File: config.mk
export PLATFORM = sky130hd
export DESIGN_NAME = plug_presence_debouncer_unit
export DESIGN_NICKNAME = d
export VERILOG_FILES = /design/src/hdl/ppd_pkg.sv /design/src/hdl/plug_presence_debouncer_unit.sv
export SDC_FILE = /design/constraint.sdc
export NUM_CORES = 1
export LEC_CHECK = 0
export ABC_AREA = 1
export ABC_CLOCK_PERIOD_IN_PS = 6910
export BUFFER_PORTS_ARGS = -buffer_cell sky130_fd_sc_hd__buf_2
export CAP_MARGIN = 15
export CORE_ASPECT_RATIO = 0.75
export CORE_MARGIN = 2
export CORE_UTILIZATION = 35
export DETAILED_ROUTE_END_ITERATION = 12
export PLACE_DENSITY = 0.57
export SLEW_MARGIN = 20
export SYNTH_ARGS = -nofsm -noshare
export SYNTH_HDL_FRONTEND = slang
export SYNTH_SLANG_ARGS = --single-unit
File: constraint.sdc
create_clock -name clk -period 6.91 [get_ports clk]
set_clock_uncertainty 0.05 [all_clocks]
set_input_delay 0.3455 -clock clk [delete_from_list [all_inputs] [get_ports clk]]
set_output_delay 0.3455 -clock clk [all_outputs]
set_load 0.1 [all_outputs]
File: src/hdl/ppd_pkg.sv
// Shared types and constants for the plug presence debouncer.
`default_nettype none

package ppd_pkg;

    // Event codes carried on event_res
    typedef enum logic [1:0] {
        EV_NONE = 2'd0,
        EV_ON   = 2'd1,
        EV_OFF  = 2'd2
    } event_t;

    // Configuration register indexes
    localparam logic [2:0] REG_USE_ADC        = 3'd0;
    localparam logic [2:0] REG_ADC_THRESHOLD  = 3'd1;
    localparam logic [2:0] REG_PULL_UP_FITTED = 3'd2;
    localparam logic [2:0] REG_DEBOUNCE_COUNT = 3'd3;
    localparam logic [2:0] REG_SAMPLING_MODE  = 3'd4;

    localparam int CFG_INDEX_W = 3;
    localparam int COUNT_W     = 8;

    // Register reset values and the hold counter's saturation value
    localparam int          THRESHOLD_RESET = 512;
    localparam logic [7:0]  DEBOUNCE_RESET  = 8'd3;
    localparam logic [7:0]  COUNT_MAX       = 8'd255;

endpackage

`default_nettype wire

File: src/hdl/plug_presence_debouncer_unit.sv
// Plug presence debouncer: top level with config registers, tick logic and result register.
//
// Usage
//   Input channel (in_valid/in_ready) carries one sample word per tick:
//   pin_level, adc_value and sample_ok. Output channel (out_valid/out_ready)
//   returns one result word per sample: event_res, settling, fast_scan, present.
//   Configuration is a plain write port (cfg_we, cfg_index, cfg_data), taken
//   at any edge with cfg_we high; indexes beyond the list are ignored. Write
//   it only while no sample is in flight.
// Processing and throughput
//   A sample is processed by one pass of combinational logic as it is taken;
//   its result is written to the output register as it is taken. One
//   sample per cycle is sustained: the result register drains and refills in
//   the same cycle when out_ready is high.
// Reset
//   rst_n (asynchronous, active low) clears the detector state (absent,
//   offline, not armed, count 0), loads register defaults and empties the
//   output register.
// Stall
//   While a result waits with out_ready low, in_ready is low and the word
//   and state hold; nothing is lost or repeated.
`default_nettype none

module plug_presence_debouncer_unit #(
    parameter int ADC_BITS = 10
) (
    input  wire logic                   clk,
    input  wire logic                   rst_n,
    // configuration write port, as wide as the widest register
    input  wire logic                   cfg_we,
    input  wire logic [2:0]             cfg_index,
    input  wire logic [((ADC_BITS > ppd_pkg::COUNT_W) ? ADC_BITS : ppd_pkg::COUNT_W)-1:0]
                                        cfg_data,
    // sample channel
    input  wire logic                   in_valid,
    output      logic                   in_ready,
    input  wire logic                   pin_level,
    input  wire logic [ADC_BITS-1:0]    adc_value,
    input  wire logic                   sample_ok,
    // result channel
    output      logic                   out_valid,
    input  wire logic                   out_ready,
    output      logic [1:0]             event_res,
    output      logic                   settling,
    output      logic                   fast_scan,
    output      logic                   present
);

    // Configuration registers
    logic                      use_adc_reg;
    logic [ADC_BITS-1:0]       adc_threshold_reg;
    logic                      pull_up_fitted_reg;
    logic [7:0]                debounce_count_reg;
    logic                      sampling_mode_reg;

    // Detector state
    logic                      level_seen_reg, level_seen_next;
    logic [7:0]                hold_count_reg, hold_count_next;
    logic                      changing_reg, changing_next;
    logic                      online_flag_reg, online_flag_next;
    logic                      awake_reg, awake_next;

    // Result register
    logic                      out_valid_reg;
    ppd_pkg::event_t           event_reg, event_next;
    logic                      settling_reg, settling_next;
    logic                      fast_scan_reg, fast_scan_next;
    logic                      present_reg;

    logic                      take;
    logic                      sensed;
    logic                      cur;
    logic [7:0]                count_inc;

    assign in_ready  = !out_valid_reg || out_ready;
    assign take      = in_valid && in_ready;

    assign out_valid = out_valid_reg;
    assign event_res = event_reg;
    assign settling  = settling_reg;
    assign fast_scan = fast_scan_reg;
    assign present   = present_reg;

    // Configuration writes
    always_ff @(posedge clk or negedge rst_n)
    begin
        if (!rst_n)
        begin
            use_adc_reg        <= 1'b0;
            adc_threshold_reg  <= ADC_BITS'(ppd_pkg::THRESHOLD_RESET);
            pull_up_fitted_reg <= 1'b1;
            debounce_count_reg <= ppd_pkg::DEBOUNCE_RESET;
            sampling_mode_reg  <= 1'b0;
        end
        else if (cfg_we)
        begin
            unique case (cfg_index)
                ppd_pkg::REG_USE_ADC:        use_adc_reg        <= cfg_data[0];
                ppd_pkg::REG_ADC_THRESHOLD:  adc_threshold_reg  <= cfg_data[ADC_BITS-1:0];
                ppd_pkg::REG_PULL_UP_FITTED: pull_up_fitted_reg <= cfg_data[0];
                ppd_pkg::REG_DEBOUNCE_COUNT: debounce_count_reg <= cfg_data[7:0];
                ppd_pkg::REG_SAMPLING_MODE:  sampling_mode_reg  <= cfg_data[0];
                default: ;
            endcase
        end
    end

    // Raw presence: pin low, or reading at or below threshold
    assign sensed = use_adc_reg ? (adc_value <= adc_threshold_reg) : !pin_level;

    // Saturating increment of the hold counter
    assign count_inc = (hold_count_reg == ppd_pkg::COUNT_MAX) ? ppd_pkg::COUNT_MAX
                                                              : hold_count_reg + 8'd1;

    always_comb
    begin
        level_seen_next  = level_seen_reg;
        hold_count_next  = hold_count_reg;
        changing_next    = changing_reg;
        online_flag_next = online_flag_reg;
        awake_next       = awake_reg;
        event_next       = ppd_pkg::EV_NONE;
        settling_next    = changing_reg;
        fast_scan_next   = 1'b1;
        cur              = sensed;

        if (sampling_mode_reg)
        begin
            // Multiplexed: count disagreeing samples, flip on reaching the count
            if (use_adc_reg && !sample_ok)
            begin
                cur = level_seen_reg;
            end
            if (cur == level_seen_reg)
            begin
                hold_count_next = '0;
            end
            else
            begin
                hold_count_next = count_inc;
                if (count_inc >= debounce_count_reg)
                begin
                    hold_count_next  = '0;
                    level_seen_next  = cur;
                    online_flag_next = cur;
                    event_next       = cur ? ppd_pkg::EV_ON : ppd_pkg::EV_OFF;
                end
            end
            settling_next = (hold_count_next != '0);
        end
        else if (!awake_reg)
        begin
            // Wake tick: arm only
            awake_next = 1'b1;
        end
        else
        begin
            cur = sensed ^ !pull_up_fitted_reg;
            if (cur != level_seen_reg)
            begin
                level_seen_next = cur;
                hold_count_next = '0;
                changing_next   = 1'b1;
            end
            else
            begin
                hold_count_next = count_inc;
            end
            if (hold_count_next >= debounce_count_reg)
            begin
                changing_next = 1'b0;
                if (online_flag_reg && !level_seen_next)
                begin
                    online_flag_next = 1'b0;
                    event_next       = ppd_pkg::EV_OFF;
                end
                else if (!online_flag_reg && level_seen_next)
                begin
                    online_flag_next = 1'b1;
                    event_next       = ppd_pkg::EV_ON;
                end
            end
            if (!changing_next)
            begin
                awake_next     = 1'b0;
                fast_scan_next = 1'b0;
            end
            settling_next = changing_next;
        end
    end

    // Detector state and output valid
    always_ff @(posedge clk or negedge rst_n)
    begin
        if (!rst_n)
        begin
            level_seen_reg  <= 1'b0;
            hold_count_reg  <= '0;
            changing_reg    <= 1'b0;
            online_flag_reg <= 1'b0;
            awake_reg       <= 1'b0;
            out_valid_reg   <= 1'b0;
        end
        else
        begin
            if (take)
            begin
                level_seen_reg  <= level_seen_next;
                hold_count_reg  <= hold_count_next;
                changing_reg    <= changing_next;
                online_flag_reg <= online_flag_next;
                awake_reg       <= awake_next;
                out_valid_reg   <= 1'b1;
            end
            else if (out_ready)
            begin
                out_valid_reg   <= 1'b0;
            end
        end
    end

    // Result word payload
    always_ff @(posedge clk)
    begin
        if (take)
        begin
            event_reg     <= event_next;
            settling_reg  <= settling_next;
            fast_scan_reg <= fast_scan_next;
            present_reg   <= online_flag_next;
        end
    end

endmodule

`default_nettype wire

==> results of run 1 <==
==> placed cells by master (no fill, tap or decap), drive strengths merged, types with 5 or more instances in the layout <==
cell type / synthesis / final
inv: 69 / 69
edfxtp: 5 / 5
nor2: 39 / 39
a21oi: 23 / 23
nand2: 81 / 81
nand4: 5 / 5
ha: 29 / 29
nand3: 13 / 13
o21ai: 47 / 47
buf: 2 / 36
dfrtp: 30 / 30
clkbuf: 5 / 7
==> worst max-delay path: stages, from the launching register on <==
cell and delay (ps):
dfstp_2 520, inv_1 40, ha_1 290, nand2_2 80, nor2_4 120, nand3_1 90, nand3_2 100, nand2_4 70
nand2_4 80, xor2_1 200, ha_1 290, inv_1 210, nor2_1 100, ha_1 300, a21oi_1 150, o21ai_0 80
nand2_1 60, o2111ai_1 160, o21ai_0 430, a21oi_1 140, a21oi_1 140
==> worst paths after layout <==
check	start	end	slack, ps	cells past startpoint
worst min register to register	debounce_count_reg[2]	debounce_count_reg[2]	440	2
worst max register to register	adc_threshold_reg[9]	settling	3070	20
worst min-delay path	rst_n	out_valid	70	1
min in group clk	cfg_data[8]	adc_threshold_reg[8]	230	3
worst max-delay path	adc_threshold_reg[9]	settling	3070	20
max in group asynchronous	rst_n	debounce_count_reg[2]	6230	1
==> report_power, final <==
group          switching (mW)  leakage [nW]  internal, mW
clock network          0.0880        0.0412        0.0707
registers              0.0508         0.463         0.304
logic                   0.450          1.13         0.207
total                   0.588          1.64         0.583
==> metrics by stage <==
stage                     cell area [sq um]  total power, mW  setup WS [ps]  utilization
final                                  3140             1.17           3070        0.404
after global placement                 3050             1.00           3170        0.392
after CTS                              3130             1.17           3080        0.403
after floorplan                        2770            0.849           3460            -
after global routing                   3140             1.28           2710        0.404
after detailed placement               3050             1.01           3070        0.392
==> final cells by class <==
class	instances	area (sq um)	share of cell area
Tap cell	105	131	0.0418
Inverter	69	259	0.0825
Timing Repair Buffer	37	188	0.0598
Clock buffer	6	72.6	0.0231
Multi-Input combinational cell	250	1470	0.469
Clock inverter	2	12.5	0.00398
Sequential cell	39	1010	0.320
==> logic make-up (layout without fill, tap and decap cells) <==
logic type      Yosys count  count (layout)
compound gates           80              80
xor+xnor                  1               1
fa+ha+maj                29              29
buf+inv                  76             114
flops                    39              39
simple gates            140             140
==> layer usage <==
layer | vias to the layer above | wire length (microns)
met5 | - | 0
met2 | 49 | 2700
met4 | 0 | 66
li1 | 1255 | -
met3 | 7 | 272
met1 | 1127 | 3540
==> reports/results.ini, run 1 <==
[global_route]
grt_pass1_wl_mm = 10.9
grt-ovfl-total = 0
met2_grt_util = 0.246
first_global_vias = 2306
grt_most_used_layer = met2
grt_use_met1 = 0.241
grt_antenna_before_repair = 0
met3_usage = 0.0297
grt_start_max_net_pins = 35
global_route_usage_over_all_layers = 0.163

[synth]
number_of_flops_mapped_to_enable_cells_by_yosys = 5
synthDominantCellAreaShare = 0.271
synth-seq-cells = 39
synth_top_family_by_area = simple AND/OR/NAND/NOR gates
post-synth-top-count-cell = nand2_1
synth_top_flop_cell = dfrtp_1
async_reset_ff_frac = 0.872
synth.area.top_cells = dfrtp_1 27%, ha_1 13%, nand2_1 10%
syn-mean-instance-area_sq_um = 7.58
syn-num-nets = 424
ys_top_cells_by_count = 75 x nand2_1, 64 x inv_1, 35 x nor2_1, 35 x o21ai_0, 30 x dfrtp_1
post_synth_xor_area_fraction = 0.00317
synth_seq_area_share = 0.364
netlist_area_sq_mm = 0.00277
number_of_instances_in_the_synthesized_netlist = 365
synthAdderAreaFrac = 0.131
synth_simple_gate_area_share = 0.236
synth.mux.area_fraction = 0
synth_top_cell_by_area = dfrtp_1
synthesis.yosys.warnings = 0
synth_compound_area_frac = 0.162
ys_types = 35

[drt]
drt.antenna.violating_nets = 0
drt-wirelength-per-cell_microns = 12.9
post_drt_via_cell_ratio = 4.80
drt_first_pass_iters = 4
detail_route.drc_violations = 0
total_length_of_routed_wires_mm = 6.58
drt_iter0_markers = 135
via_count = 2438

[timing]
timing_worst_slew_pin_value_ps = 807
slew_headroom = 0.462
min_period_ps = 3840
setup_violations = 0
rsz_0062_raised_after_global_routing = no
maxClockFrequency_ghz = 0.261
finalHoldViolCount = 0
final_max_slew_viol_count = 0
fin_tns_setup_ps = 0
post_route_worst_hold_slack_ps = 73.0
timing.final.crit_share = 0.556

[floorplanning]
num_rows = 28
fp.dieArea_sq_mm = 0.00863
die_h_microns = 81.0
number_of_i_o_pins = 37
initial_core_util = 0.356
floorplan.die.width_microns = 107
core_region_area_sq_mm = 0.00778

[final_layout]
drive_gt1_frac = 0.186
layoutNonFillerInstCount = 508
nets = 461
final_antenna_diode_count = 0
layout.filler_cells = 836
layout-area-overhead-vs-synth_pct = 13.6
max_reg_flops = 10

[placement]
dp.cells = 499
routability_congestion = 0.865
numPortBuffers = 36
dp_hpwl_mm = 5.25

[clocking]
ctsResizeCount = 0
insertion_delay_ps = 310
tritoncts_num_sinks = 39
cts.clk_slew.worst_paths_ps = 80
cts_inserted_buffers = 5
ctsHtreeMaxLevel = 2
cts_tree = done
post-cts-setup-buffer-count = 0
clock_tree.buffer_depth = 2
cts.root.buffer_cell = clkbuf_8
cts-hold-fix-buffers = 0

[job]
cap_viol_max_count = 0

[critical_path]
cp-start-kind = flip-flop
worst-endpoint-required_ps = 7020
critical_path_peak_fanout = 7
worstSetupEndpointType = flip-flop
cp.arrival_ps = 3950
crit_type = flip-flop to flip-flop

[run_status]
run_status = finished clean

[power_and_ir_drop]
p_leak_nw = 1.64
power.density_mw_per_mm2 = 373
ir_worst_vdd_mv = 0.169

[min_path]
min-delay-path-class = input pin to asynchronous set/reset pin

No activity file was read; power rests on OpenSTA's default activity.
==> run 2, diff against run 1 <==
- ABC_AREA: 1 -> 0
- ABC_CLOCK_PERIOD_IN_PS: 6910 -> 3900
- clock period: 6.91 -> 3.9 ns (I/O delays scaled with it)
==> run 2 against run 1 <==
  * Cell area rose by 3.1%
  * Core utilization rose by 3.6 points
  * Synthesized area fell by 3.3%
  * Hold slack got worse by 18 ps
  * First-iteration DRC count fell by 13%
  * Via count fell by 11%
  * Cell count fell by 14%
  * Die area fell by 3.2%
  * Critical path type unchanged
==> reports/results.ini, run 2 <==
[run_status]
run_status = finished clean

[timing]
final_max_slew_viol_count = 0
maxClockFrequency_ghz = 0.269
slew_headroom = 0.434
setup_violations = 0
fin_tns_setup_ps = 0
fin_ws_ps = 184
timing_worst_slew_pin_value_ps = 849
post_route_worst_hold_slack_ps = 55.4
min_period_ps = 3720
finalHoldViolCount = 0
timing.final.crit_share = 0.953

[global_route]
grt-ovfl-total = 0
grt_antenna_before_repair = 0
global_route_usage_over_all_layers = 0.155
grt_start_max_net_pins = 35
grt_pass1_wl_mm = 10.3
first_global_vias = 2085

[drt]
post_drt_via_cell_ratio = 4.97
total_length_of_routed_wires_mm = 5.97
drt.antenna.violating_nets = 0
drt_first_pass_iters = 5
via_count = 2162
drt_iter0_markers = 118
drt-wirelength-per-cell_microns = 13.7
detail_route.drc_violations = 0

[critical_path]
critical_path_peak_fanout = 6
worst-endpoint-required_ps = 3890
timing.reg2reg.worst_path_depth = 16
cp.arrival_ps = 3710
crit_type = flip-flop to flip-flop
cp-start-kind = flip-flop
worstSetupEndpointType = flip-flop

[placement]
preCtsSetupSlack_ps = 36.0
numPortBuffers = 36
postPlaceCellArea_sq_mm = 0.00299
dp_hpwl_mm = 4.61
dp.cells = 424
routability_congestion = 0.888

[min_path]
hold_path_depth = 2
min-delay-path-class = input pin to flip-flop

[floorplanning]
number_of_i_o_pins = 37
num_rows = 27
fp.dieArea_sq_mm = 0.00836
initial_core_util = 0.363
floorplan.die.width_microns = 105
core_region_area_sq_mm = 0.00736
die_h_microns = 79.7

[synth]
post-synth-top-count-cell = nand2_1
synth_top_cell_by_area = dfrtp_1
async_reset_ff_frac = 0.872
synthesis.yosys.warnings = 0
ys_types = 52
number_of_instances_in_the_synthesized_netlist = 288
synth_top_flop_cell = dfrtp_1
synth-seq-cells = 39
synth_seq_area_share = 0.376
ys_top_cells_by_count = 33 x nand2_1, 30 x dfrtp_1, 30 x inv_1
synthDominantCellAreaShare = 0.281
syn-mean-instance-area_sq_um = 9.28
syn-num-nets = 347
netlist_area_sq_mm = 0.00267
number_of_flops_mapped_to_enable_cells_by_yosys = 5
synth.area.top_cells = dfrtp_1 28%, ha_1 14%, mux2_2 6.7%

[clocking]
tritoncts_num_sinks = 39
clock_tree.buffer_depth = 2
cts_tree = done
cts.root.buffer_cell = clkbuf_8
insertion_delay_ps = 290
ctsHtreeMaxLevel = 2
cts_inserted_buffers = 5
cts.clk_slew.worst_paths_ps = 80

[final_layout]
layout.cells.most_common = buf_2
layout.cell_area.non_filler_sq_mm = 0.00324
layout_common_cells = 36 x buf_2, 32 x nand2_1, 30 x inv_1, 30 x dfrtp_1, 27 x ha_1
multi_input_area_sq_mm = 0.00162
sequential_cell_area_sq_mm = 0.00101
layout-area-overhead-vs-synth_pct = 21.2
final_util = 0.440
max_reg_flops = 10
final_antenna_diode_count = 0
nets = 392
layoutNonFillerInstCount = 435
layout.filler_cells = 755
drive_gt1_frac = 0.266

[power_and_ir_drop]
power_mw = 1.95
power.density_mw_per_mm2 = 603
p_leak_nw = 1.49
ir_worst_vdd_mv = 0.290

[job]
cap_viol_max_count = 0

## run 2: cell types whose count changed after synthesis, sizes merged, moves of 6 or more
cell    delta
a21oi     -11
and2       +6
inv       -38
mux2      +17
nand2     -48
nand2b    +10
nor2      -22
o21ai     -27
## run 2: final cells by class
cell class                      count  area share
Inverter                           31      0.0359
Multi-Input combinational cell    213       0.501
Clock buffer                        6      0.0224
Timing Repair Buffer               43      0.0726
Tap cell                          101      0.0390
Clock inverter                      2      0.0185
Sequential cell                    39       0.311
## run 2: cell families (layout without fill, tap and decap cells)
family	Yosys count	after routing	synth area share
AOI/OAI and AO/OA	71	71	0.183
xor gates and xnor gates	1	1	0.00328
adders and majority gates	29	29	0.136
buffers and inverters	36	82	0.0510
DFF	39	39	0.376
muxes	19	19	0.0805
and+or+nand+nor	93	93	0.170
## run 2: routing by layer
layer | vias up | track usage | part of all wire
met2 | 27 | 0.236 | 0.43
met3 | 6 | 0.0278 | 0.025
li1 | 1127 | - | -
met5 | - | 0 | 0
met1 | 1002 | 0.225 | 0.53
met4 | 0 | 0.0400 | 0.013
## run 2: repair_timing
item,CTS,global route
endpoints found under the setup margin,1,8
setup buffers,0,2
endpoints found under the hold margin,30,0
gates resized for setup,2,11
hold buffers,1,0
pin swaps,0,7
## run 2: critical path, stage by stage, from the launching register on
cell and delay [ps]:
dfstp_2 510, inv_1 40, ha_1 280, nand4_1 160, a211o_1 330, o2111ai_2 100
nand2_2 130, xnor2_4 170, ha_4 290, and2_1 180, ha_4 220, a211o_1 300
a31oi_2 160, o21ai_2 100, o21ai_2 170, mux2i_1 200, a21oi_1 80
## run 2: worst paths after layout
check,startpoint,to,slack (ps)
worst max-delay path,adc_threshold_reg[9],present,180
min in group asynchronous,rst_n,debounce_count_reg[2],470
max in group asynchronous,rst_n,sampling_mode_reg,2820
worst max register to register,adc_threshold_reg[9],present,180
worst min-delay path,in_valid,out_valid,60
worst min register to register,debounce_count_reg[7],debounce_count_reg[7],460
## run 2: power by group
group	leakage, nW	internal (mW)	switching (mW)
combinational	0.972	0.400	0.531
sequential	0.450	0.517	0.0990
clock	0.0654	0.256	0.148
